**src/gcrtn_pkg.sv**
```systemverilog
// ----------------------------------------------------------------------------
// gcrtn_pkg: shared types and tables of the gcr track nibblizer
// item structs, command struct, disk byte tables and interleave
// ----------------------------------------------------------------------------
package gcrtn_pkg;

  localparam int unsigned TRACK_BYTES   = 6384;
  localparam int unsigned GAP_ONE       = 48;
  localparam int unsigned SECTOR_BYTES  = 396;
  localparam int unsigned DATA_START    = 23;
  localparam int unsigned DATA_NIBBLES  = 343;
  localparam int unsigned AUX_GROUPS    = 86;
  localparam int unsigned CFG_IDX_W     = 1;
  localparam int unsigned CFG_DATA_W    = 8;
  localparam int unsigned CMD_DEPTH_DEF = 2;

  localparam logic [CFG_IDX_W-1:0] CFG_TRACK = 1'b0;
  localparam logic [CFG_IDX_W-1:0] CFG_ORDER = 1'b1;

  localparam logic OP_LOAD = 1'b0;
  localparam logic OP_PULL = 1'b1;

  typedef struct packed {
    logic        opcode;
    logic [11:0] byte_address;
    logic [7:0]  load_data;
  } in_item_t;

  typedef struct packed {
    logic [7:0] disk_byte;
    logic       track_end;
  } out_item_t;

  // classified pull command handed from front to back
  typedef enum logic [1:0] {
    K_CONST = 2'd0,   // fixed byte, given in value
    K_AUX   = 2'd1,   // auxiliary group, three reads
    K_HIGH  = 2'd2,   // high six bits, one read
    K_LAST  = 2'd3    // closing checksum nibble
  } kind_t;

  typedef struct packed {
    logic       load;       // buffer write: address in logical and k, data in value
    kind_t      kind;
    logic [7:0] value;      // constant byte
    logic       clear;      // reset chain (prologue end)
    logic [3:0] logical;
    logic [7:0] k;          // 0..255 offset within group
    logic       mask_top;   // last two aux groups
    logic       track_end;
  } cmd_t;

  typedef enum logic [2:0] {
    B_IDLE, B_RD_A, B_RD_B, B_RD_C, B_WAIT, B_EMIT
  } bstate_t;

  function automatic logic [7:0] gcr_map(input logic [5:0] v);
    logic [7:0] t [64];
    t = '{8'h96, 8'h97, 8'h9A, 8'h9B, 8'h9D, 8'h9E, 8'h9F, 8'hA6,
          8'hA7, 8'hAB, 8'hAC, 8'hAD, 8'hAE, 8'hAF, 8'hB2, 8'hB3,
          8'hB4, 8'hB5, 8'hB6, 8'hB7, 8'hB9, 8'hBA, 8'hBB, 8'hBC,
          8'hBD, 8'hBE, 8'hBF, 8'hCB, 8'hCD, 8'hCE, 8'hCF, 8'hD3,
          8'hD6, 8'hD7, 8'hD9, 8'hDA, 8'hDB, 8'hDC, 8'hDD, 8'hDE,
          8'hDF, 8'hE5, 8'hE6, 8'hE7, 8'hE9, 8'hEA, 8'hEB, 8'hEC,
          8'hED, 8'hEE, 8'hEF, 8'hF2, 8'hF3, 8'hF4, 8'hF5, 8'hF6,
          8'hF7, 8'hF9, 8'hFA, 8'hFB, 8'hFC, 8'hFD, 8'hFE, 8'hFF};
    return t[v];
  endfunction

  function automatic logic [3:0] interleave(input logic mode, input logic [3:0] p);
    logic [3:0] pro [16];
    logic [3:0] dos [16];
    pro = '{4'h0, 4'h8, 4'h1, 4'h9, 4'h2, 4'hA, 4'h3, 4'hB,
            4'h4, 4'hC, 4'h5, 4'hD, 4'h6, 4'hE, 4'h7, 4'hF};
    dos = '{4'h0, 4'h7, 4'hE, 4'h6, 4'hD, 4'h5, 4'hC, 4'h4,
            4'hB, 4'h3, 4'hA, 4'h2, 4'h9, 4'h1, 4'h8, 4'hF};
    return mode ? dos[p] : pro[p];
  endfunction

  function automatic logic [7:0] odd_half(input logic [7:0] x);
    return ((x >> 1) & 8'h55) | 8'hAA;
  endfunction

  function automatic logic [7:0] even_half(input logic [7:0] x);
    return (x & 8'h55) | 8'hAA;
  endfunction

  function automatic logic [1:0] swap_pair(input logic [7:0] x);
    return {x[0], x[1]};
  endfunction

endpackage

```
**src/gcrtn_front.sv**
```systemverilog
// ----------------------------------------------------------------------------
// gcrtn_front: stream position tracker and pull classifier
// walks the track layout and turns each pull into a command
// ----------------------------------------------------------------------------
module gcrtn_front import gcrtn_pkg::*; (
  input  logic        clk,
  input  logic        rst_n,
  input  logic        pull,        // accepted pull item
  input  logic        load,        // accepted load item
  input  logic [11:0] ld_addr,
  input  logic [7:0]  ld_data,
  input  logic [7:0]  track_number,
  input  logic        order_mode,
  output cmd_t        cmd
);

  logic [12:0] pos_r, pos_nxt;
  logic        in_gap_r, in_gap_nxt;   // first sync gap
  logic [8:0]  off_r, off_nxt;         // offset within sector
  logic [3:0]  sec_r, sec_nxt;
  logic [8:0]  k;
  logic [3:0]  chk;
  logic        last_byte;

  assign last_byte = (pos_r == 13'(TRACK_BYTES - 1));
  assign k         = off_r - 9'(DATA_START);
  assign chk       = sec_r;

  always_comb begin
    logic [7:0] c;
    c   = 8'hFE ^ track_number ^ {4'h0, chk};
    cmd = '0;
    cmd.kind      = K_CONST;
    cmd.value     = 8'hFF;
    cmd.track_end = last_byte;
    cmd.logical   = interleave(order_mode, sec_r);
    if (!in_gap_r) begin
      unique case (off_r)
        9'd0, 9'd20:        cmd.value = 8'hD5;
        9'd1, 9'd12, 9'd21: cmd.value = 8'hAA;
        9'd2:  cmd.value = 8'h96;
        9'd3:  cmd.value = odd_half(8'hFE);
        9'd4:  cmd.value = even_half(8'hFE);
        9'd5:  cmd.value = odd_half(track_number);
        9'd6:  cmd.value = even_half(track_number);
        9'd7:  cmd.value = odd_half({4'h0, sec_r});
        9'd8:  cmd.value = even_half({4'h0, sec_r});
        9'd9:  cmd.value = odd_half(c);
        9'd10: cmd.value = even_half(c);
        9'd11: cmd.value = 8'hDE;
        9'd13: cmd.value = 8'hEB;
        9'd22: begin
          cmd.value = 8'hAD;
          cmd.clear = 1'b1;
        end
        9'd366: cmd.value = 8'hDE;
        9'd367: cmd.value = 8'hAA;
        9'd368: cmd.value = 8'hEB;
        default: begin
          if (off_r >= 9'(DATA_START) && off_r < 9'(DATA_START + DATA_NIBBLES)) begin
            if (k < 9'(AUX_GROUPS)) begin
              cmd.kind     = K_AUX;
              cmd.k        = k[7:0];
              cmd.mask_top = (k >= 9'(AUX_GROUPS - 2));
            end else if (k < 9'(DATA_NIBBLES - 1)) begin
              cmd.kind = K_HIGH;
              cmd.k    = 8'(k - 9'(AUX_GROUPS));
            end else begin
              cmd.kind = K_LAST;
            end
          end
        end
      endcase
    end
    // loads travel the same queue so the buffer sees items in order
    if (load) begin
      cmd.load    = 1'b1;
      cmd.logical = ld_addr[11:8];
      cmd.k       = ld_addr[7:0];
      cmd.value   = ld_data;
    end
  end

  always_comb begin
    pos_nxt    = pos_r;
    in_gap_nxt = in_gap_r;
    off_nxt    = off_r;
    sec_nxt    = sec_r;
    if (pull) begin
      if (last_byte) begin
        pos_nxt    = '0;
        in_gap_nxt = 1'b1;
        off_nxt    = '0;
        sec_nxt    = '0;
      end else begin
        pos_nxt = pos_r + 13'd1;
        if (in_gap_r) begin
          if (pos_r == 13'(GAP_ONE - 1)) in_gap_nxt = 1'b0;
        end else if (off_r == 9'(SECTOR_BYTES - 1)) begin
          off_nxt = '0;
          sec_nxt = sec_r + 4'd1;
        end else begin
          off_nxt = off_r + 9'd1;
        end
      end
    end
  end

  always_ff @(posedge clk) begin
    if (!rst_n) begin
      pos_r    <= '0;
      in_gap_r <= 1'b1;
      off_r    <= '0;
      sec_r    <= '0;
    end else begin
      pos_r    <= pos_nxt;
      in_gap_r <= in_gap_nxt;
      off_r    <= off_nxt;
      sec_r    <= sec_nxt;
    end
  end

endmodule

```
**config.mk**
```make
export PLATFORM = sky130hd
export DESIGN_NAME = gcrtn_front
export DESIGN_NICKNAME = d
export VERILOG_FILES = /design/src/gcrtn_pkg.sv /design/src/gcrtn_front.sv
export SDC_FILE = /design/constraint.sdc
export NUM_CORES = 1
export LEC_CHECK = 0
export BUFFER_PORTS_ARGS = -buffer_cell sky130_fd_sc_hd__buf_2
export CAP_MARGIN = 10
export CELL_PAD_IN_SITES_DETAIL_PLACEMENT = 0
export CELL_PAD_IN_SITES_GLOBAL_PLACEMENT = 2
export CORE_MARGIN = 4
export CORE_UTILIZATION = 34
export DETAILED_ROUTE_END_ITERATION = 8
export GPL_TIMING_DRIVEN = 0
export PLACE_DENSITY_LB_ADDON = 0.12
export SETUP_SLACK_MARGIN = 0.1
export SLEW_MARGIN = 10
export SYNTH_ARGS = -nofsm -noshare
export SYNTH_HDL_FRONTEND = slang
export SYNTH_SLANG_ARGS = --single-unit
```
**constraint.sdc**
```tcl
create_clock -name clk -period 10.2 [get_ports clk]
set_input_delay 2.04 -clock clk [delete_from_list [all_inputs] [get_ports clk]]
set_output_delay 2.04 -clock clk [all_outputs]
set_load 0.02 [all_outputs]
```
==> run metrics, run 1 <==
Die Wd=103.3 um; routed vias=3,372; Power Dens Cells=56.34 mW/mm^2; crit path kind=reg -> out; Critical Path Sink Type=primary output; gr usage total=18.17%; Fmax=170.9 MHz; adder-cell area share of the yosys netlist=6.080%; Hold Buf Count CTS=0; max_cap viols=0; Cell Area, Synth=0.003087 mm^2; FF-to-FF setup slack=7.83 ns; die area=0.01067 mm^2; placed wire-length estimate=7629 um; 1st-pass router iterations=5; first-pass GRT wire length=15,590 um; total negative slack=0 ns; Synth cell types=74; ANT nets after route=0; Clock transition at path regs=0.10 ns; fin crit period=5.852 ns; Placed Area=0.003507 mm^2; number of synthesized flops with an enable pin=0; unrepaired setup endpoints after global routing=false; Post-CTS Resized=0; vias in the first global route=2,954; Initial DRC Count=172; final setup fails=0; final hold violations=0; R2R cell count=7; min-delay worst type=reg -> reg; row count=34; Top Ports=59; Setup Skew=0.005106 ns; Critical Path RT=8.16 ns; max_slew headroom=31.48%; area taken by multi-input logic gates=0.002302 mm^2; Worst Setup Start Kind=flip-flop; H-tree depth=1; Final Cycle Share=57.37%; Async S/R FF share, synth=0%; Mapped Nets=476; synth warn=0; Area Growth Syn to Fin=15.20%; Leak=1.383 nW; Hold Path Cell Cnt=2; worst-skew pair later-pin latency=0.28 ns; Reg area=540.5 um^2; pre-CTS setup slack=4.660 ns; average via count per standard cell=5.648; crit path max fanout=10; initial antenna violation count=0; total power draw=200.3 uW; Worst Tran Pin Value=1.002 ns; setup ws final=4.348 ns; Initial Util=35.22%; drt wl/cell=16.41 um; # Post-CTS Setup Buffers=0; global placement routability congestion=0.8689; Worst Path Arrival=3.81 ns; synthesized instance count=428; die height=103.3 um; Top FF cell, synth=dfxtp_1; status=complete, no violations; Design Area, Final=0.003556 mm^2; clock sink total=27; largest net degree at the start of global routing=17; multiplexer share of the synthesized area=1.662%; largest family of logic cells by synthesized area=simple AND/OR/NAND/NOR gates; number of synthesized register bits=27; diode count=0; VDD IR-drop max=53.78 uV; Synth Area in Compound Gates=29.02%; Buffers on Ports=57; final net count=538; simple-gate share of the synthesized area=30.44%; total CTS buffers=3; Seq/Total Area, Yosys=17.51%; Final Max Tran Viols=0; layout cells sized above 1=19.02%; GR Overflow Total=0; root buffer cell=clkbuf_8; residual DRC count=0; CTS tree=built; Total Wirelength=9796 um; XOR/XNOR Fraction of Synth Area=7.377%; Mean Syn Cell Area=7.212 um^2; CTS Buffer Depth=2; Core Area=0.008763 mm^2; fill count=941
[per-layer routing]
metal / track usage [%] / vias to the layer above / part of all wire (%)
li1: - / 1697 / -
met1: 28.30 / 1545 / 50
met2: 27.48 / 122 / 42
met3: 1.811 / 8 / 7.8
met4: 2.590 / 0 / 0.65
met5: 0 / - / 0
[critical path, cell delays in order, from the launching register on]
cell and delay [ns]:
dfxtp_1 0.37, ha_1 0.15, buf_2 0.23, buf_1 0.50, xor2_1 0.40, ha_1 0.29, nor2_1 0.06, mux2i_1 0.29
a22oi_1 0.20, o21ai_1 0.46, mux2i_1 0.26, a32o_1 0.17, buf_2 0.16
[area by class of cell]
| type | instances | share of cell area [%] |
|---|---|---|
| Multi-Input combinational cell | 348 | 64.74 |
| Sequential cell | 27 | 15.20 |
| Timing Repair Buffer | 57 | 8.023 |
| Buffer | 36 | 5.067 |
| Tap cell | 108 | 3.800 |
| Inverter | 17 | 1.795 |
| Clock buffer | 3 | 1.161 |
| Clock inverter | 1 | 0.2111 |
[power breakdown]
group / internal, mW / total [mW] / switching (mW)
Clock: 0.0278 / 0.0629 / 0.0351
Combinational: 0.0127 / 0.0305 / 0.0178
Sequential: 0.106 / 0.107 / 0.000752
Total: 0.147 / 0.200 / 0.0537
[per-stage QoR]
step / hold WS (ns) / std cells / util, %
2_1_floorplan: 0.4876 / 428 / -
3_3_place_gp: 0.5034 / 593 / 40.02
3_5_place_dp: 0.5217 / 593 / 40.02
4_1_cts: 0.5438 / 597 / 40.58
5_1_grt: 0.5972 / 597 / 40.58
6_report: 0.5438 / 597 / 40.58
[cells in the final DEF (no fill, tap or decap), types with 5 or more instances in the layout]
cell type | netlist | layout
xor2_1 | 12 | 12
nor2_1 | 44 | 44
nor3_1 | 10 | 10
clkbuf_1 | 15 | 15
a21o_1 | 7 | 7
a211oi_1 | 5 | 5
buf_2 | 9 | 66
xnor2_1 | 14 | 14
dfxtp_1 | 27 | 27
and2_1 | 5 | 5
and3_1 | 5 | 5
o22ai_1 | 9 | 9
a21oi_1 | 20 | 20
a22oi_1 | 5 | 5
buf_4 | 9 | 9
o21ai_0 | 21 | 21
nand4_1 | 9 | 9
nand2_1 | 39 | 39
or3_1 | 6 | 6
nor2b_1 | 10 | 10
nor4_1 | 5 | 5
o31ai_1 | 8 | 8
nand2b_1 | 11 | 11
nand3_1 | 10 | 10
ha_1 | 15 | 15
inv_1 | 16 | 16
[cells in the mapped netlist (6+ instances only)]
cell | n | area share, %
nand3_1 | 10 | 1.6
xor2_1 | 12 | 3.4
a21o_1 | 7 | 1.7
buf_4 | 9 | 2.2
o31ai_1 | 8 | 1.9
or3_1 | 6 | 1.2
clkbuf_1 | 15 | 1.8
nor3_1 | 10 | 1.6
nand2b_1 | 11 | 2.2
ha_1 | 15 | 6.1
nor2_1 | 44 | 5.4
buf_2 | 9 | 1.5
nand4_1 | 9 | 1.8
dfxtp_1 | 27 | 18
xnor2_1 | 14 | 4.0
o22ai_1 | 9 | 1.8
a21oi_1 | 20 | 3.2
inv_1 | 16 | 1.9
nand2_1 | 39 | 4.7
nor2b_1 | 10 | 2.0
o21ai_0 | 21 | 3.4
[worst paths after layout]
kind	start	to
worst max-delay path	off_r[0]$_SDFFE_PN0P_	cmd[3]
worst min-delay path	pos_r[1]$_SDFFE_PN0P_	pos_r[1]$_SDFFE_PN0P_
worst max register to register	pos_r[0]$_SDFFE_PN0P_	off_r[8]$_SDFFE_PN0P_
worst min register to register	pos_r[1]$_SDFFE_PN0P_	pos_r[1]$_SDFFE_PN0P_
[logic make-up after synthesis]
group / count (synthesis)
AND/OR/NAND/NOR: 177
AO/OA/AOI/OAI: 125
buffers and inverters: 53
flip-flops: 27
XOR/XNOR: 26
adder cells (fa/ha/maj): 15
multiplexers: 5
[registers in the layout, summed over array words and instances (netlist names)]
name,count
pos_r,13
off_r,9
chk,4
in_gap_r,1
Note: power is estimated with default switching activity, not from simulation.
==> inputs of run 2 (changes only) <==
CORE_UTILIZATION = 32   (was 34)
clock period = 6 ns   (was 10.2 ns; I/O delays follow)
==> run metrics, run 2 (synthesis gave the netlist of run 1 again) <==
CP max stage delay=0.48 ns (was 0.50 ns); Worst Setup Start Kind=flip-flop (unchanged); final net count=538 (unchanged); total CTS buffers=3 (unchanged); min-delay worst type=reg -> reg (unchanged); Hold Buf Count CTS=0 (unchanged); unrepaired setup endpoints after global routing=false (unchanged); die height=106.2 um (was 103.3 um); GR Overflow Total=0 (unchanged); total negative slack=0 ns (unchanged); Worst Tran Pin Value=1.012 ns (was 1.002 ns); Leak=1.383 nW (unchanged); max_cap viols=0 (unchanged); Buffers on Ports=57 (unchanged); first-pass GRT wire length=16,370 um (was 15,590 um); Die Wd=106.2 um (was 103.3 um); status=complete, no violations (unchanged); Fmax=200.1 MHz; crit path cell chain=ha_1 > buf_2 > buf_1 > xor2_1 > ha_1 > nor2_1 > mux2i_1 > a22oi_1 > o21ai_1 > mux2i_1 > a32o_1 > buf_2 (unchanged); crit path kind=reg -> out (unchanged); ANT nets after route=0 (unchanged); row count=35 (was 34); Core Area=0.009328 mm^2 (was 0.008763 mm^2); Power Dens Cells=95.32 mW/mm^2 (was 56.34 mW/mm^2); CTS tree=built (unchanged); diode count=0 (unchanged); Worst Path Arrival=3.80 ns (was 3.81 ns); Buf/Inv on CP=3 (unchanged); fill count=1,064 (was 941); Final Cycle Share=83.30%; routed vias=3,313 (was 3,372); Total Wirelength=10,060 um (was 9796 um); largest net degree at the start of global routing=17 (unchanged); Most flops, register=pos_r (unchanged); initial antenna violation count=0 (unchanged); gr usage total=17.37% (was 18.17%); VDD IR-drop max=102.4 uV (was 53.78 uV); placed wire-length estimate=7846 um (was 7629 um); fin cells=618 (was 597); worst-skew pair later-pin latency=0.28 ns (about the same); most frequent cells in the layout=buf_2, nor2_1, nand2_1, dfxtp_1, o21ai_0 (unchanged); Top Ports=59 (unchanged); Reg area=540.5 um^2 (unchanged); root buffer cell=clkbuf_8 (unchanged); # Post-CTS Setup Buffers=0 (unchanged); Inst Count DP=614 (was 593); global placement routability congestion=0.8352 (was 0.8689); Clock transition at path regs=0.09 ns (was 0.10 ns); H-tree depth=1 (unchanged); average via count per standard cell=5.361 (was 5.648); commonest non-fill, non-tap cell in the layout=buf_2 (unchanged); final hold violations=0 (unchanged); 1st-pass router iterations=5 (unchanged); Initial DRC Count=214 (was 172); Post-CTS Resized=0 (unchanged); CTS Buffer Depth=2 (unchanged); fin crit period=4.998 ns; Final Max Tran Viols=0 (unchanged); WHS=0.5391 ns (was 0.5438 ns); Top delay family on crit path=buffers and inverters (unchanged); Initial Util=33.09% (was 35.22%); die area=0.01128 mm^2 (was 0.01067 mm^2); Area Growth Syn to Fin=16.05% (was 15.20%); crit path max fanout=10 (unchanged); vias in the first global route=3,008 (was 2,954); Setup Skew=0.007865 ns (was 0.005106 ns); max reg flops=13 (unchanged); Critical Path RT=4.80 ns (was 8.16 ns); max_slew headroom=30.80% (was 31.48%); area taken by multi-input logic gates=0.002302 mm^2 (unchanged); Finished Core Util=38.40% (was 40.58%); drt wl/cell=16.28 um (was 16.41 um); CP max stage cell=buf_1 (unchanged); final setup fails=0 (unchanged); layout cells sized above 1=19.02% (unchanged); residual DRC count=0 (unchanged); clock sink total=27 (unchanged); Critical Path Sink Type=primary output (unchanged)
==> run 2: final timing paths <==
| kind | slack, ns | from | cells after the start | to |
|---|---|---|---|---|
| max | 1.00 | off_r[0]$_SDFFE_PN0P_ | 12 | cmd[3] |
| min | 0.54 | pos_r[1]$_SDFFE_PN0P_ | 2 | pos_r[1]$_SDFFE_PN0P_ |
| max reg2reg | 3.58 | pos_r[0]$_SDFFE_PN0P_ | 7 | off_r[8]$_SDFFE_PN0P_ |
| min reg2reg | 0.54 | pos_r[1]$_SDFFE_PN0P_ | 2 | pos_r[1]$_SDFFE_PN0P_ |
==> run 2: layout make-up <==
type	instances	area share (%)
Inverter	17	1.781
Tap cell	129	4.506
Timing Repair Buffer	57	7.964
Clock buffer	3	1.153
Sequential cell	27	15.09
Buffer	36	5.030
Clock inverter	1	0.2096
Multi-Input combinational cell	348	64.27
==> run 2: worst reg2reg max path, cell delays in order (launching register included) <==
cell     delay, ns
dfxtp_1       0.38
ha_1          0.20
and4_1        0.20
nand4_1       0.12
o21ai_1       0.43
nand4_1       0.34
or4_1         0.56
a21oi_1       0.14
==> run 2: report_power, final <==
part           internal, mW  switching, mW
Sequential            0.181        0.00125
Combinational        0.0216         0.0308
Clock                0.0472         0.0600
Total                 0.249         0.0921
==> run 2: metal layers <==
metal / track usage, % / vias to the layer above / wire, um
met3: 2.247 / 11 / 659
met2: 24.84 / 104 / 3944
li1: - / 1692 / -
met1: 27.42 / 1506 / 5342
met4: 3.238 / 0 / 116
met5: 0 / - / 0
==> run 2: metrics by stage <==
stage	setup WS (ns)	power, mW	instance area (um^2)
2_1_floorplan	1.794	0.2147	3087
3_3_place_gp	1.293	0.2387	3533
3_5_place_dp	1.359	0.2389	3533
4_1_cts	1.000	0.3470	3582
5_1_grt	0.6839	0.3584	3582
6_report	1.002	0.3414	3582
==> inputs of run 3 (changes only) <==
CORE_UTILIZATION = 28   (was 32)
clock period = 4.1 ns   (was 6 ns; I/O delays follow)
==> run metrics, run 3 (synthesis gave the netlist of run 1 again) <==
total negative slack=0 ns (unchanged); most frequent cells in the layout=buf_2, nor2_1, nand2_1, dfxtp_1 (was buf_2, nor2_1, nand2_1, dfxtp_1, o21ai_0); crit path cell chain=buf_8 > inv_1 > ha_1 > buf_4 > nor4_2 > o22ai_1 > a221o_1 > or3_4 > a21o_4 > o41ai_2 > buf_2 (was ha_1 > buf_2 > buf_1 > xor2_1 > ha_1 > nor2_1 > mux2i_1 > a22oi_1 > o21ai_1 > mux2i_1 > a32o_1 > buf_2); final setup fails=0 (unchanged); worst-skew pair later-pin latency=0.28 ns (about the same); average via count per standard cell=5.434 (was 5.361); placed wire-length estimate=8248 um (was 7846 um); Top Ports=59 (unchanged); largest net degree at the start of global routing=18 (was 17); Critical Path RT=3.28 ns (was 4.80 ns); Initial DRC Count=170 (was 214); fill count=1,194 (was 1,064); crit path kind=reg -> out (unchanged); die area=0.01277 mm^2 (was 0.01128 mm^2); Placed Area=0.003547 mm^2 (was 0.003533 mm^2); GR Overflow Total=0 (unchanged); total CTS buffers=3 (unchanged); commonest non-fill, non-tap cell in the layout=buf_2 (unchanged); routed vias=3,440 (was 3,313); crit path max fanout=9 (was 10); CTS Buffer Depth=2 (unchanged); Initial Util=28.60% (was 33.09%); min-delay worst type=reg -> reg (unchanged); Design Area, Final=0.003742 mm^2 (was 0.003582 mm^2); final hold violations=0 (unchanged); Final Max Tran Viols=0 (unchanged); first-pass GRT wire length=17,310 um (was 16,370 um); die height=113.0 um (was 106.2 um); VDD IR-drop max=111.1 uV (was 102.4 uV); status=complete, no violations (unchanged); ANT nets after route=0 (unchanged); initial antenna violation count=0 (unchanged); CTS tree=built (unchanged); layout cells sized above 1=22.31% (was 19.02%); row count=38 (was 35); Hold Buf Count CTS=0 (unchanged); Hold Path Cell Cnt=2 (unchanged); Most flops, register=pos_r (unchanged); Area Growth Syn to Fin=21.24% (was 16.05%); CP max stage cell=or3_4 (was buf_1); Die Wd=113.0 um (was 106.2 um); Setup Skew=0.005299 ns (was 0.007865 ns); Power Dens Cells=135.6 mW/mm^2 (was 95.32 mW/mm^2); Worst Path Arrival=3.04 ns (was 3.80 ns); final net count=542 (was 538); clock sink total=27 (unchanged); vias in the first global route=3,473 (was 3,008); R2R cell count=7 (unchanged); residual DRC count=0 (unchanged); fin cells=633 (was 618); total power draw=507.3 uW (was 341.4 uW); max reg flops=13 (unchanged); 1st-pass router iterations=4 (was 5); CP max stage delay=0.44 ns (was 0.48 ns); max_slew headroom=51.65% (was 30.80%); global placement routability congestion=0.7952 (was 0.8352); max_cap viols=0 (unchanged); diode count=0 (unchanged); area taken by multi-input logic gates=0.002376 mm^2 (was 0.002302 mm^2); Buffers on Ports=57 (unchanged); Worst Setup Start Kind=flip-flop (unchanged); Worst Tran Pin Value=0.7235 ns (was 1.012 ns); Final Cycle Share=94.20%; Total Wirelength=10,520 um (was 10,060 um); root buffer cell=clkbuf_8 (unchanged); Critical Path Sink Type=primary output (unchanged); unrepaired setup endpoints after global routing=false (unchanged); Clock transition at path regs=0.10 ns (was 0.09 ns); Leak=1.428 nW (was 1.383 nW); Finished Core Util=34.67% (was 38.40%); H-tree depth=1 (unchanged); Reg area=545.5 um^2 (was 540.5 um^2); Fmax=258.9 MHz; gr usage total=16.25% (was 17.37%); fin crit period=3.862 ns; drt wl/cell=16.62 um (was 16.28 um); Core Area=0.01079 mm^2 (was 0.009328 mm^2); Inst Count DP=625 (was 614)
[run 3: cell count changes in the layout (fill, tap and decap cells not counted), moves of 2 or more]
cell      change
buf_6         +3
buf_4         +4
dfxtp_1       -2
buf_2         -4
clkbuf_4      +2
[run 3: what timing repair did]
action,CTS,global route
pin swaps,1,5
gates resized for setup,13,15
endpoints found under the setup margin,11,12
setup buffers,0,5
[run 3: per-layer routing]
layer  up-vias  wire length (um)  GRT usage (%)
li1       1705                 -              -
met1      1661              4594          19.47
met2        60              5344          30.37
met3        14               394          2.139
met4         0               189          4.167
met5         -                 0              0
[run 3: report_power, final]
| group | total (mW) | leakage (nW) | internal, mW | switching (mW) |
|---|---|---|---|---|
| clock network | 0.164 | 0.0261 | 0.0715 | 0.0928 |
| logic | 0.0775 | 1.18 | 0.0320 | 0.0455 |
| registers | 0.265 | 0.219 | 0.264 | 0.00194 |
[run 3: cell type report]
type / instances / share of cell area (%)
Buffer: 35 / 5.583
Clock buffer: 3 / 1.103
Clock inverter: 1 / 0.2340
Inverter: 17 / 1.705
Multi-Input combinational cell: 348 / 63.49
Sequential cell: 27 / 14.58
Tap cell: 140 / 4.681
Timing Repair Buffer: 62 / 8.626
[run 3: worst max-delay path, delay by kind of cell, from the launching register on]
kind	cells	cell delay (ns)
AO/OA/AOI/OAI	4	0.97
adder cells (fa/ha/maj)	1	0.19
buffers and inverters	4	0.53
flip-flops	1	0.38
AND/OR/NAND/NOR	2	0.70
[run 3: through the flow]
stage                     hold slack (ns)  setup WS (ns)
after detailed placement           0.5318        -0.2283
after global routing               0.5872        0.09357
after floorplan                    0.4876         0.2743
after CTS                          0.5569         0.1247
after global placement             0.5065        -0.2123
final                              0.5532         0.2380
[run 3: worst paths after layout]
kind / from / to / slack (ns)
max: off_r[0]$_SDFFE_PN0P_ / cmd[7] / 0.24
min: pos_r[0]$_SDFFE_PN0P_ / pos_r[0]$_SDFFE_PN0P_ / 0.55
max reg2reg: pos_r[0]$_SDFFE_PN0P_ / off_r[8]$_SDFFE_PN0P_ / 1.69
min reg2reg: pos_r[0]$_SDFFE_PN0P_ / pos_r[0]$_SDFFE_PN0P_ / 0.55
