==> config.mk <==
export PLATFORM = sky130hd
export DESIGN_NAME = gcrtn_cmdq
export DESIGN_NICKNAME = d
export VERILOG_FILES = /design/src/gcrtn_pkg.sv /design/src/gcrtn_cmdq.sv
export SDC_FILE = /design/constraint.sdc
export NUM_CORES = 1
export LEC_CHECK = 0
export BUFFER_PORTS_ARGS = -buffer_cell sky130_fd_sc_hd__buf_2
export CAP_MARGIN = 20
export CORE_ASPECT_RATIO = 0.75
export CORE_MARGIN = 3
export CORE_UTILIZATION = 46
export DETAILED_ROUTE_END_ITERATION = 10
export GPL_TIMING_DRIVEN = 0
export PLACE_DENSITY = 0.74
export RECOVER_POWER = 50
export SETUP_SLACK_MARGIN = 0.3
export SLEW_MARGIN = 20
export SYNTH_ARGS = -nofsm -noshare
export SYNTH_HDL_FRONTEND = slang
export SYNTH_SLANG_ARGS = --single-unit
==> constraint.sdc <==
create_clock -name clk -period 2.25 [get_ports clk]
set_input_delay 0.1125 -clock clk [delete_from_list [all_inputs] [get_ports clk]]
set_output_delay 0.1125 -clock clk [all_outputs]
set_load 0.05 [all_outputs]
==> src/gcrtn_pkg.sv <==
// ----------------------------------------------------------------------------
// gcrtn_pkg: shared types and tables of the gcr track nibblizer
// item structs, command struct, disk byte tables and interleave
// ----------------------------------------------------------------------------
package gcrtn_pkg;

  localparam int unsigned TRACK_BYTES   = 6384;
  localparam int unsigned GAP_ONE       = 48;
  localparam int unsigned SECTOR_BYTES  = 396;
  localparam int unsigned DATA_START    = 23;
  localparam int unsigned DATA_NIBBLES  = 343;
  localparam int unsigned AUX_GROUPS    = 86;
  localparam int unsigned CFG_IDX_W     = 1;
  localparam int unsigned CFG_DATA_W    = 8;
  localparam int unsigned CMD_DEPTH_DEF = 2;

  localparam logic [CFG_IDX_W-1:0] CFG_TRACK = 1'b0;
  localparam logic [CFG_IDX_W-1:0] CFG_ORDER = 1'b1;

  localparam logic OP_LOAD = 1'b0;
  localparam logic OP_PULL = 1'b1;

  typedef struct packed {
    logic        opcode;
    logic [11:0] byte_address;
    logic [7:0]  load_data;
  } in_item_t;

  typedef struct packed {
    logic [7:0] disk_byte;
    logic       track_end;
  } out_item_t;

  // classified pull command handed from front to back
  typedef enum logic [1:0] {
    K_CONST = 2'd0,   // fixed byte, given in value
    K_AUX   = 2'd1,   // auxiliary group, three reads
    K_HIGH  = 2'd2,   // high six bits, one read
    K_LAST  = 2'd3    // closing checksum nibble
  } kind_t;

  typedef struct packed {
    logic       load;       // buffer write: address in logical and k, data in value
    kind_t      kind;
    logic [7:0] value;      // constant byte
    logic       clear;      // reset chain (prologue end)
    logic [3:0] logical;
    logic [7:0] k;          // 0..255 offset within group
    logic       mask_top;   // last two aux groups
    logic       track_end;
  } cmd_t;

  typedef enum logic [2:0] {
    B_IDLE, B_RD_A, B_RD_B, B_RD_C, B_WAIT, B_EMIT
  } bstate_t;

  function automatic logic [7:0] gcr_map(input logic [5:0] v);
    logic [7:0] t [64];
    t = '{8'h96, 8'h97, 8'h9A, 8'h9B, 8'h9D, 8'h9E, 8'h9F, 8'hA6,
          8'hA7, 8'hAB, 8'hAC, 8'hAD, 8'hAE, 8'hAF, 8'hB2, 8'hB3,
          8'hB4, 8'hB5, 8'hB6, 8'hB7, 8'hB9, 8'hBA, 8'hBB, 8'hBC,
          8'hBD, 8'hBE, 8'hBF, 8'hCB, 8'hCD, 8'hCE, 8'hCF, 8'hD3,
          8'hD6, 8'hD7, 8'hD9, 8'hDA, 8'hDB, 8'hDC, 8'hDD, 8'hDE,
          8'hDF, 8'hE5, 8'hE6, 8'hE7, 8'hE9, 8'hEA, 8'hEB, 8'hEC,
          8'hED, 8'hEE, 8'hEF, 8'hF2, 8'hF3, 8'hF4, 8'hF5, 8'hF6,
          8'hF7, 8'hF9, 8'hFA, 8'hFB, 8'hFC, 8'hFD, 8'hFE, 8'hFF};
    return t[v];
  endfunction

  function automatic logic [3:0] interleave(input logic mode, input logic [3:0] p);
    logic [3:0] pro [16];
    logic [3:0] dos [16];
    pro = '{4'h0, 4'h8, 4'h1, 4'h9, 4'h2, 4'hA, 4'h3, 4'hB,
            4'h4, 4'hC, 4'h5, 4'hD, 4'h6, 4'hE, 4'h7, 4'hF};
    dos = '{4'h0, 4'h7, 4'hE, 4'h6, 4'hD, 4'h5, 4'hC, 4'h4,
            4'hB, 4'h3, 4'hA, 4'h2, 4'h9, 4'h1, 4'h8, 4'hF};
    return mode ? dos[p] : pro[p];
  endfunction

  function automatic logic [7:0] odd_half(input logic [7:0] x);
    return ((x >> 1) & 8'h55) | 8'hAA;
  endfunction

  function automatic logic [7:0] even_half(input logic [7:0] x);
    return (x & 8'h55) | 8'hAA;
  endfunction

  function automatic logic [1:0] swap_pair(input logic [7:0] x);
    return {x[0], x[1]};
  endfunction

endpackage

==> src/gcrtn_cmdq.sv <==
// ----------------------------------------------------------------------------
// gcrtn_cmdq: short command queue between front and back
// register based fifo with count
// ----------------------------------------------------------------------------
module gcrtn_cmdq import gcrtn_pkg::*; #(
  parameter int unsigned DEPTH = CMD_DEPTH_DEF
) (
  input  logic clk,
  input  logic rst_n,
  input  logic wr,
  input  cmd_t wdata,
  output logic full,
  input  logic rd,
  output cmd_t rdata,
  output logic empty
);

  localparam int unsigned AW = (DEPTH > 1) ? $clog2(DEPTH) : 1;

  cmd_t           mem_r [DEPTH];
  logic [AW-1:0]  wp_r, rp_r;
  logic [AW:0]    cnt_r;

  assign full  = (cnt_r == (AW+1)'(DEPTH));
  assign empty = (cnt_r == '0);
  assign rdata = mem_r[rp_r];

  always_ff @(posedge clk) begin
    if (wr && !full) mem_r[wp_r] <= wdata;
  end

  always_ff @(posedge clk) begin
    if (!rst_n) begin
      wp_r  <= '0;
      rp_r  <= '0;
      cnt_r <= '0;
    end else begin
      if (wr && !full) wp_r <= (wp_r == AW'(DEPTH - 1)) ? '0 : wp_r + 1'b1;
      if (rd && !empty) rp_r <= (rp_r == AW'(DEPTH - 1)) ? '0 : rp_r + 1'b1;
      cnt_r <= cnt_r + (AW+1)'(wr && !full) - (AW+1)'(rd && !empty);
    end
  end

endmodule

==> metrics.md, run 1 <==
| Metric | Value |
|---|---|
| M1 GR Usage | `between 10% and 20%` |
| Total Nets Final | `232` |
| Worst stage delay on the critical path | `between 0.9 and 1 ns` |
| Die span in x | `86.14 um` |
| Mux contribution to synthesized area | `17.05%` |
| Min-Delay Path Class | `in -> reg` |
| FF+latch area | `1662 um^2` |
| Leak | `between 1 and 1.5 nW` |
| Measured slew at the worst slew-check pin | `about 1.2 ns` |
| Synth Area in Adders | `1.129%` |
| Total I/O pin count | `58` |
| Drt first-iter violations | `73` |
| Post-route DRC violation count | `0` |
| CP required | `between 2 and 2.5 ns` |
| Tot GR Track Use | `between 10% and 20%` |
| Setup violations, final | `0` |
| Max-slew headroom at the worst pin | `a little over a fifth` |
| Clock tree root driver cell | `clkbuf_8` |
| Vias in the first global route | `1247` |
| Slowest CP cell | `and3_1` |
| Tmin final | `1.893 ns` |
| Antenna viol nets, final | `0` |
| Detail-routed via count per cell | `4.625` |
| Total of max-cap violations | `0` |
| Synthesized area per cell | `20.90 um^2` |
| Port-buffer cells | `57` |
| Multi-input logic area | `a little over 500 um^2` |
| Synth Area in XOR/XNOR | `under 10%` |
| Final hold viol count | `0` |
| PD cells | `1199 nW/um^2` |
| Postcts setup bufs | `0` |
| Hpwl dp | `around 2.3 mm` |
| Crit path DAT | `1.83 ns` |
| Met3 Track Usage GR | `7.721%` |
| Status | `finished clean` |
| Ranking of synthesized cells by area | `edfxtp_1, mux2_4, dfxtp_1` |
| Worst-path clk slew | `0.06 ns` |
| DR pass1 iterations | `4` |
| Final Wtd Congestion | `0.6574` |
| Core Area | `4546 um^2` |
| Total wire length | `3.595 mm` |
| Fmax | `roughly 530 MHz` |
| Final slew viol count | `0` |
| Clk Latency, worst-skew pair | `0.32 ns` |
| GR peak layer | `met2` |
| Initial antenna violation count | `0` |
| Met2 Use GR | `23.85%` |
| Synthesis-to-layout area growth | `34.67%` |
| Max IR drop VDD | `1.026 mV` |
| Unrepaired setup endpoints after global routing | `false` |
| Clock buffer depth | `2` |
| Final Util | `65.65%` |
| # rows | `21` |
| Largest fanout on the critical path | `26` |
| Ys Warns | `0` |
| Largest family of logic cells by synthesized area | `multiplexers` |
| Largest net degree at the start of global routing | `27` |
| Post-cts hold buffer count | `26` |
| Compound-Gate Fraction of Synth Area | `less than 1%` |
| CTS resizes | `0` |
| Share of the synthesized area in the top cell type | `70.47%` |
| Synth area leader | `edfxtp_1` |
| Synthesized-area fraction occupied by and/or/nand/nor cells | `2.654%` |
| Critical path cell sequence | `nand2b_1, and3_1` |
| Critical path class | `reg -> reg` |
| Syn nets | `138` |
| Gate Count Post-Synth | `106` |
| CTS tree | `built` |
| Clock skew | `0.005075 ns` |
| Aggregate global routing overflow | `0` |
| H-tree depth | `3` |
| Via count | `1207` |
| WL/cell | `13.77 um` |
| Worst r2r src | `cnt_r[0]$_SDFF_PN0_` |
| Critical path startpoint | `cnt_r[0]$_SDFF_PN0_` |
| Setup TNS | `0 ns` |
| Synth Register Bits | `57` |
| Synth unique cells | `17` |
| Share of layout cells above drive strength 1 | `36.27%` |
| Ant. Diodes | `0` |
| Setup crit start kind | `register` |
| Fillers | `336` |
| Die Y | `66.11 um` |
| Post-Syn Area | `about 2200 um^2` |
| Cts bufs inserted | `9` |
| Nature of the critical path endpoint | `register` |
| # clock sinks | `57` |
| Die area | `~5700 um^2` |
| Initial Util | `approximately half` |
| Sequential share of the synthesized area | `approximately three quarters` |
| Critical hold path startpoint | `rst_n` |
| Global-route wire length before repair | `between 5 and 6 mm` |
| Period Utilization, post-route | `84.15%` |
[kinds of logic (layout without fill, tap and decap cells)]
group | after synthesis | count (layout)
flip-flops | 57 | 57
multiplexers | 27 | 27
AND/OR/NAND/NOR | 11 | 11
buffers and inverters | 5 | 103
XOR/XNOR | 3 | 3
adder cells (fa/ha/maj) | 2 | 2
AO/OA/AOI/OAI | 1 | 1
[placed cells by master, fill, tap and decap left out, types with 3 or more instances in the layout]
cell type,synthesis,routed
xnor2_1,3,3
dfxtp_1,5,5
dlygate4sd3_1,0,26
buf_2,0,31
clkbuf_8,0,9
mux2_2,6,6
mux2_4,20,20
edfxtp_1,52,52
clkbuf_1,0,26
[per-layer routing]
metal / routed length (um) / part of all wire, % / vias to the layer above
met5: 0 / 0 / -
met4: 46 / 1.3 / 0
met3: 249 / 6.9 / 5
met2: 1867 / 52 / 40
met1: 1431 / 40 / 572
li1: - / - / 590
[synthesized netlist by cell type]
master	number
xnor2_1	3
ha_1	2
mux2_4	20
buf_6	1
nand2_1	2
buf_12	2
and2_1	2
nor2b_1	2
dfxtp_1	5
and3_1	1
mux2i_1	1
nor2_1	2
mux2_2	6
inv_1	2
edfxtp_1	52
nand2b_1	2
o21a_1	1
[power breakdown]
group	switching, W	total [W]	leakage, nW	internal [W]
combinational	0.000879	0.00134	0.526	0.000466
sequential	0.0000526	0.00139	0.527	0.00134
clock	0.000350	0.000844	0.0910	0.000493
total	0.00128	0.00358	1.14	0.00230
[critical path, delay by kind of cell (launching register included)]
family	cells	cell delay, ns
AND/OR/NAND/NOR	2	1.12
flip-flops	1	0.38
[metrics by stage]
stage	setup WS [ns]	total power (W)	cell area [um^2]	cells	hold WS [ns]
after floorplan	0.5678	0.002503	2218	106	0.2114
after global placement	0.2220	0.002720	2575	220	0.3010
after detailed placement	0.4881	0.002758	2581	220	0.3047
after CTS	0.4675	0.003644	3017	261	0.04968
after global routing	0.2158	0.003752	2984	261	0.06654
final	0.3566	0.003579	2984	261	0.07138
[worst paths after layout]
path                            end  slack, ns  depth (start not counted)
max          mem_r[1][23]$_DFFE_PP_       0.36                          2
min             cnt_r[1]$_SDFF_PN0_       0.07                          2
max reg2reg  mem_r[1][23]$_DFFE_PP_       0.36                          2
min reg2reg       wp_r$_SDFFE_PN0P_       0.55                          2
[state kept, by name, summed over array words and instances, names as in the netlist, named ones only]
register / count
rp_r: 1
cnt_r: 2
mem_r: 52
wp_r: 1
[cell type report]
cell class	instances	share of cell area, %
clock buffers	10	4.277
clock inverters	5	1.593
well taps	57	2.390
inverters	2	0.2516
repair buffers	83	17.23
flip-flops and latches	57	55.68
multi-input cells	44	16.86
plain buffers	3	1.719
Power figures use the tool's default switching activity.
==> run 2, diff against run 1 <==
- CORE_UTILIZATION: 46 -> 51
- PLACE_DENSITY: 0.74 -> 0.77
- clock period: 2.25 -> 1.9 ns (I/O delays scaled with it)
==> run 2 against run 1 <==
Net effect:
- sequential share of layout area fell by 2.3 points
- via count up 3.5%
- worst hold slack worse by 0.026 ns
==> metrics.md, run 2 (synthesis gave the netlist of run 1 again) <==
| Metric | Value |
|---|---|
| Initial Util | `53.99% (+5.2 points)` |
| Largest Register | `mem_r` |
| Final hold viol count | `0 (unchanged)` |
| Detail-routed via count per cell | `4.678 (+1.2%)` |
| Clock buffer depth | `2 (unchanged)` |
| Cell area after layout | `3115 um^2 (+4.4%)` |
| Die Y | `63.09 um (-4.6%)` |
| Setup TNS | `0 ns (unchanged)` |
| # rows | `20 (-4.8%)` |
| Critical path cell sequence | `nand2b_2, nand2_1, ha_1, inv_1, ha_2, xnor2_2, xnor2_1, and2_1` |
| Global-route wire length before repair | `5.837 mm (+2.7%)` |
| Clock skew | `0.004067 ns (-0.001008 ns)` |
| Total I/O pin count | `58 (unchanged)` |
| Crit path DAT | `1.90 ns (+0.07 ns)` |
| Critical path class | `reg -> reg` |
| Met3 Track Usage GR | `8.857% (+1.1 points)` |
| Setup crit start kind | `register` |
| Most frequent cells in the layout | `edfxtp_1, clkbuf_1, dlygate4sd3_1, mux2_4, buf_2` |
| Tot GR Track Use | `16.22% (+2.0 points)` |
| Largest net degree at the start of global routing | `27 (unchanged)` |
| # clock sinks | `57 (unchanged)` |
| Port-buffer cells | `57 (unchanged)` |
| CP required | `2.12 ns (-0.06 ns)` |
| Cts bufs inserted | `9 (unchanged)` |
| Placed cell areas | `2579 um^2 (about the same)` |
| Via count | `1249 (+3.5%)` |
| Total Nets Final | `239 (+3.0%)` |
| Power Total | `0.004361 W (+22%)` |
| Core Area | `4104 um^2 (-9.7%)` |
| Die area | `5180 um^2 (-9.0%)` |
| GR peak layer | `met2` |
| M1 GR Usage | `15.85% (+0.83 points)` |
| Die span in x | `82.11 um (-4.7%)` |
| Met2 Use GR | `27.62% (+3.8 points)` |
| Hpwl dp | `2.313 mm (-1.2%)` |
| Synthesis-to-layout area growth | `40.60%` |
| Period Utilization, post-route | `88.35% (+4.2 points)` |
| CTS tree | `built` |
| H-tree depth | `3 (unchanged)` |
| Worst-path clk slew | `0.06 ns (about the same)` |
| Aggregate global routing overflow | `0 (unchanged)` |
| Biggest regs | `mem_r: 52 flops, cnt_r: 2 flops` |
| Post-route DRC violation count | `0 (unchanged)` |
| Max-slew headroom at the worst pin | `49.38% (+28 points)` |
| Vias in the first global route | `1285 (+3.0%)` |
| Final slew viol count | `0 (unchanged)` |
| Total of max-cap violations | `0 (unchanged)` |
| Worst stage delay on the critical path | `0.35 ns (-0.61 ns)` |
| DR pass1 iterations | `4 (unchanged)` |
| Leak | `1.194 nW (+4.4%)` |
| Leading cell type in the layout, fill and taps excluded | `edfxtp_1` |
| Min-Delay Path Class | `in -> reg` |
| Setup violations, final | `0 (unchanged)` |
| WL/cell | `14.32 um (+4.0%)` |
| Clk Latency, worst-skew pair | `0.32 ns (about the same)` |
| Max IR drop VDD | `1.014 mV (-1.2%)` |
| Clock tree root driver cell | `clkbuf_8` |
| Final Wtd Congestion | `0.6845 (+4.1%)` |
| Ant. Diodes | `0 (unchanged)` |
| Tmin final | `1.679 ns (-0.2148 ns)` |
| Fmax | `595.7 MHz (+13%)` |
| Nature of the critical path endpoint | `register` |
| Total wire length | `3.823 mm (+6.3%)` |
| Largest fanout on the critical path | `4 (-85%)` |
| Initial antenna violation count | `0 (unchanged)` |
| Status | `finished clean` |
| Fillers | `268 (-20%)` |
| Share of layout cells above drive strength 1 | `39.62% (+3.3 points)` |
| Slowest CP cell | `dfxtp_2` |
| Measured slew at the worst slew-check pin | `0.7575 ns (-0.4275 ns)` |
| Max FFs per register | `52 (unchanged)` |
| Drt first-iter violations | `29 (-60%)` |
| PD cells | `1400 nW/um^2 (+17%)` |
| Unrepaired setup endpoints after global routing | `true` |
| Antenna viol nets, final | `0 (unchanged)` |
-- run 2: changes by cell type in the layout (fill, tap and decap cells not counted), sizes merged --
| cell | change |
|---|---|
| clkbuf | +6 |
| buf | +2 |
| bufinv | -1 |
| clkinv | +1 |
-- run 2: path summary, 6_finish.rpt --
kind / from / to / slack (ns) / cells past startpoint
min reg2reg: rp_r$_SDFFE_PN0P_ / rp_r$_SDFFE_PN0P_ / 0.54 / 2
max: cnt_r[0]$_SDFF_PN0_ / cnt_r[1]$_SDFF_PN0_ / 0.22 / 8
min: rst_n / cnt_r[0]$_SDFF_PN0_ / 0.05 / 2
max reg2reg: cnt_r[0]$_SDFF_PN0_ / cnt_r[1]$_SDFF_PN0_ / 0.22 / 8
-- run 2: what timing repair did --
item | CTS | global route
pin swaps | 1 | 1
setup buffers | 2 | 2
endpoints found under the setup margin | 27 | 47
hold buffers | 26 | 0
endpoints found under the hold margin | 52 | 0
cloned | 0 | 3
resized for setup | 6 | 32
-- run 2: report_power, final --
part | internal [W] | switching [W]
Sequential | 0.00159 | 0.0000688
Clock | 0.000456 | 0.000408
Combinational | 0.000742 | 0.00110
Total | 0.00279 | 0.00157
-- run 2: cell type report --
type	instances	area [um^2]	area share (%)
clock inverter	5	22.52	0.7229
inverter	2	7.507	0.2410
buffer	3	55.05	1.767
multi-input combinational	44	516.7	16.59
clock buffer	11	131.4	4.217
tap	55	68.82	2.209
sequential	57	1664	53.41
timing repair buffer	90	649.4	20.84
-- run 2: routing by layer --
layer	wire, um	vias up
met4	70	0
met1	1482	592
li1	-	605
met2	2045	43
met3	224	9
met5	0	-
-- run 2: per-stage QoR --
stage / util (%) / hold WS, ns / setup WS [ns] / instances
2_1_floorplan: - / 0.1939 / 0.3113 / 106
6_report: 75.91 / 0.04526 / 0.2214 / 267
4_1_cts: 73.90 / 0.02591 / 0.3012 / 262
3_3_place_gp: 62.80 / 0.2817 / 0.02983 / 218
3_5_place_dp: 62.84 / 0.2876 / 0.1762 / 218
5_1_grt: 75.91 / 0.04789 / 0.1552 / 267
-- run 2: worst max-delay path: cells and delay by family, from the launching register on --
family,cells,cell delay [ns]
simple gates,3,0.44
xor+xnor,2,0.25
flops,1,0.35
buf+inv,1,0.04
fa+ha+maj,2,0.48
==> run 3, diff against run 2 <==
--- a/config.mk
+++ b/config.mk
@@ -6,12 +6,13 @@
 export NUM_CORES = 1
 export LEC_CHECK = 0
+export ABC_AREA = 1
 export BUFFER_PORTS_ARGS = -buffer_cell sky130_fd_sc_hd__buf_2
 export CAP_MARGIN = 20
 export CORE_ASPECT_RATIO = 0.75
 export CORE_MARGIN = 3
-export CORE_UTILIZATION = 51
+export CORE_UTILIZATION = 47
 export DETAILED_ROUTE_END_ITERATION = 10
 export GPL_TIMING_DRIVEN = 0
-export PLACE_DENSITY = 0.77
+export PLACE_DENSITY = 0.75
 export RECOVER_POWER = 50
 export SETUP_SLACK_MARGIN = 0.3
==> constraint.sdc (replaced) <==
create_clock -name clk -period 1.5 [get_ports clk]
set_input_delay 0.15 -clock clk [delete_from_list [all_inputs] [get_ports clk]]
set_output_delay 0.15 -clock clk [all_outputs]
set_load 0.05 [all_outputs]
==> run 3 against run 2 <==
Net effect:
- the flow now finishes with violations (setup timing)
- synthesized cell count grew 12%
- design area grew 13%
- via count grew 12%
- cell count grew 6.7%
- register-to-register slack lost 0.15 ns
- worst setup slack lost 0.29 ns
- die area grew 8.3%
- synthesized area grew 0.56%
- combinational power grew 80%
- critical path depth shrank 4
- clock skew grew 0.0022 ns
==> metrics.md, run 3 <==
| Metric | Value |
|---|---|
| Ranking of synthesized cells by area | `edfxtp_1, mux2_4, dfxtp_1` |
| Largest fanout on the critical path | `10 (+6)` |
| Total Nets Final | `257 (+7.5%)` |
| Detail-routed via count per cell | `4.905 (+4.9%)` |
| # clock sinks | `57 (unchanged)` |
| Tot GR Track Use | `18.33% (+2.1 points)` |
| Violated checks | `setup timing` |
| Crit path DAT | `1.42 ns (-0.48 ns)` |
| Synth Register Bits | `57 (unchanged)` |
| Measured slew at the worst slew-check pin | `0.2063 ns (-0.5512 ns)` |
| Syn nets | `151 (+9.4%)` |
| Min-Delay Path Class | `in -> reg` |
| Die span in x | `85.51 um (+4.1%)` |
| H-tree depth | `3 (unchanged)` |
| Ys Warns | `0 (unchanged)` |
| Cts bufs inserted | `9 (unchanged)` |
| DR pass1 iterations | `4 (unchanged)` |
| Total wire length | `4.861 mm (+27%)` |
| Clock skew | `0.006295 ns (+0.002228 ns)` |
| Largest net degree at the start of global routing | `14 (-48%)` |
| Slowest CP cell | `dfxtp_2` |
| Power Total | `0.006560 W (+50%)` |
| Final Util | `77.85% (+1.9 points)` |
| Max FFs per register | `52 (unchanged)` |
| Post-route DRC violation count | `0 (unchanged)` |
| Share of layout cells above drive strength 1 | `52.19% (+13 points)` |
| Top FF cell, synth | `edfxtp_1` |
| Leak | `1.370 nW (+15%)` |
| Max-slew headroom at the worst pin | `86.25% (+37 points)` |
| Total of max-cap violations | `0 (unchanged)` |
| Initial Util | `49.31% (-4.7 points)` |
| CP required | `1.35 ns (-0.77 ns)` |
| Nature of the critical path endpoint | `output pin` |
| CTS tree | `built` |
| Via count | `1398 (+12%)` |
| Most frequent cell after synthesis | `edfxtp_1` |
| Sequential share of the synthesized area | `74.56% (-0.42 points)` |
| Status | `finished with violations` |
| Die Y | `65.63 um (+4.0%)` |
| Critical path cell sequence | `buf_8, buf_12, mux2_4, buf_6` |
| Max IR drop VDD | `1.145 mV (+13%)` |
| Synth area leader | `edfxtp_1` |
| Clock tree root driver cell | `clkbuf_8` |
| Clock buffer depth | `2 (unchanged)` |
| Worst-path clk slew | `0.05 ns (about the same)` |
| Total I/O pin count | `58 (unchanged)` |
| GR peak layer | `met2` |
| Synth unique cells | `12 (-5)` |
| Drt first-iter violations | `43 (+48%)` |
| Asr flop ratio synth | `0% (unchanged)` |
| Commonest cells post-synth | `edfxtp_1, mux2_4, inv_1, nand2_1, nor2_1` |
| Most frequent cells in the layout | `edfxtp_1, buf_6, mux2_4, clkbuf_1, dlygate4sd3_1` |
| Share of the synthesized area in the top cell type | `70.07% (-0.40 points)` |
| Worst r2r src | `cnt_r[0]$_SDFF_PN0_` |
| Fillers | `250 (-6.7%)` |
| Final hold viol count | `0 (unchanged)` |
| Worst hold path depth | `1 (-1)` |
| Final Wtd Congestion | `0.7248 (+5.9%)` |
| Initial antenna violation count | `0 (unchanged)` |
| Post-Syn Area | `2228 um^2 (+0.56%)` |
| Met2 Use GR | `32.75% (+5.1 points)` |
| Post-synth EDFFs | `52 (unchanged)` |
| Final slew viol count | `0 (unchanged)` |
| Leading cell type in the layout, fill and taps excluded | `edfxtp_1` |
| WL/cell | `17.06 um (+19%)` |
| # rows | `21 (+5.0%)` |
| Antenna viol nets, final | `0 (unchanged)` |
| Hpwl dp | `2.530 mm (+9.4%)` |
| Ant. Diodes | `0 (unchanged)` |
| Synthesized area per cell | `18.73 um^2 (-10%)` |
| Global-route wire length before repair | `7.189 mm (+23%)` |
| Fmax | `638.9 MHz` |
| M1 GR Usage | `18.61% (+2.8 points)` |
| Die area | `5612 um^2 (+8.3%)` |
| PD cells | `1865 nW/um^2 (+33%)` |
| Core Area | `4519 um^2 (+10%)` |
| Unrepaired setup endpoints after global routing | `true` |
| Final setup margin | `-0.06514 ns (-0.2866 ns)` |
| Setup crit start kind | `register` |
| Worst stage delay on the critical path | `0.33 ns (-0.02 ns)` |
| R2r endpoint | `cnt_r[1]$_SDFF_PN0_` |
| Reg2reg setup slack | `0.07 ns (-0.15 ns)` |
| Largest Register | `mem_r` |
| Clk Latency, worst-skew pair | `0.33 ns (about the same)` |
| Gate Count Post-Synth | `119 (+12%)` |
| Synthesis-to-layout area growth | `57.89%` |
| Worst reg2reg path depth | `9 (+1)` |
| Biggest regs | `mem_r: 52 flops, cnt_r: 2 flops` |
| Met3 Track Usage GR | `8.271% (-0.59 points)` |
| Period Utilization, post-route | `104.3%` |
| Port-buffer cells | `57 (unchanged)` |
| Worst hold path endpoint | `mem_r[0][10]$_DFFE_PP_` |
| Tmin final | `1.565 ns` |
| Aggregate global routing overflow | `0 (unchanged)` |
| Vias in the first global route | `1451 (+13%)` |
| Critical path class | `reg -> out` |
| Setup violations, final | `26 (+26)` |
| Critical hold path startpoint | `wdata[10]` |
[run 3: cell count changes after synthesis, moves of 2 or more]
| cell | before | now |
|---|---|---|
| inv_1 | 2 | 9 |
| nand2_1 | 2 | 9 |
| nor2_1 | 2 | 8 |
| nand3_1 | 0 | 3 |
| xnor2_1 | 3 | 0 |
| a21oi_1 | 0 | 2 |
| and2_1 | 2 | 0 |
| nand2b_1 | 2 | 0 |
| nor2b_1 | 2 | 0 |
[run 3: where the power goes]
part           switching, W  internal [W]
combinational       0.00178       0.00153
sequential         0.000132       0.00205
clock              0.000502      0.000569
[run 3: area by class of cell]
cell class                      instances  area, um^2  area share (%)
Buffer                                  3       55.05           1.565
Clock buffer                           12       135.1           3.841
Clock inverter                          2       7.507          0.2134
Inverter                                9       45.04           1.280
Multi-Input combinational cell         51       629.4           17.89
Sequential cell                        57        1672           47.51
Tap cell                               57       71.32           2.027
Timing Repair Buffer                   93       895.9           25.46
Timing Repair inverter                  1       7.507          0.2134
[run 3: metrics by stage]
step	std cells	setup TNS, ns	setup WS [ns]	cell area, um^2	hold WS [ns]
final	285	-1.095	-0.06514	3518	0.02822
after detailed placement	233	-6.438	-0.1388	2615	0.3407
after floorplan	119	-0.03826	-0.03826	2258	0.2476
after CTS	278	-1.574	-0.09583	3358	0.0006900
after global routing	285	-2.330	-0.1096	3518	-0.0002348
after global placement	233	-2.444	-0.05107	2615	0.3365
[run 3: metal layers]
metal | vias to the layer above | share of wire, %
li1 | 650 | -
met1 | 685 | 37
met2 | 51 | 54
met3 | 12 | 6.5
met4 | 0 | 2.0
met5 | - | 0
[run 3: worst max-delay path, delay by kind of cell, from the launching register on]
kind | cells | cell delay [ns]
muxes | 1 | 0.31
buffers and inverters | 3 | 0.44
DFF | 1 | 0.33
[run 3: kinds of logic (layout without fill, tap and decap cells)]
group	count (synthesis)	after routing	share of synthesized area, %
simple gates	20	21	3.537
compound gates	2	2	0.4492
flops	57	57	74.57
mux	26	26	16.51
buf+inv	12	120	3.818
fa+ha+maj	2	2	1.123
[run 3: worst max path at each step]
stage / endpoint / cells past startpoint / startpoint
6_report: rdata[2] / 4 / register
5_1_grt: rdata[10] / 4 / register
4_1_cts: rdata[20] / 4 / register
3_5_place_dp: mem_r[1][12]$_DFFE_PP_ / 3 / cnt_r[1]$_SDFF_PN0_
3_3_place_gp: mem_r[1][12]$_DFFE_PP_ / 3 / cnt_r[1]$_SDFF_PN0_
2_1_floorplan: cnt_r[1]$_SDFF_PN0_ / 10 / cnt_r[0]$_SDFF_PN0_
[run 3: timing repair]
action,4_1_cts,5_1_grt
gates cloned,3,1
setup endpoints to repair,82,73
pin swaps,9,7
resized for setup,90,29
endpoints found under the hold margin,32,4
hold buffers,16,2
buffers inserted,12,4
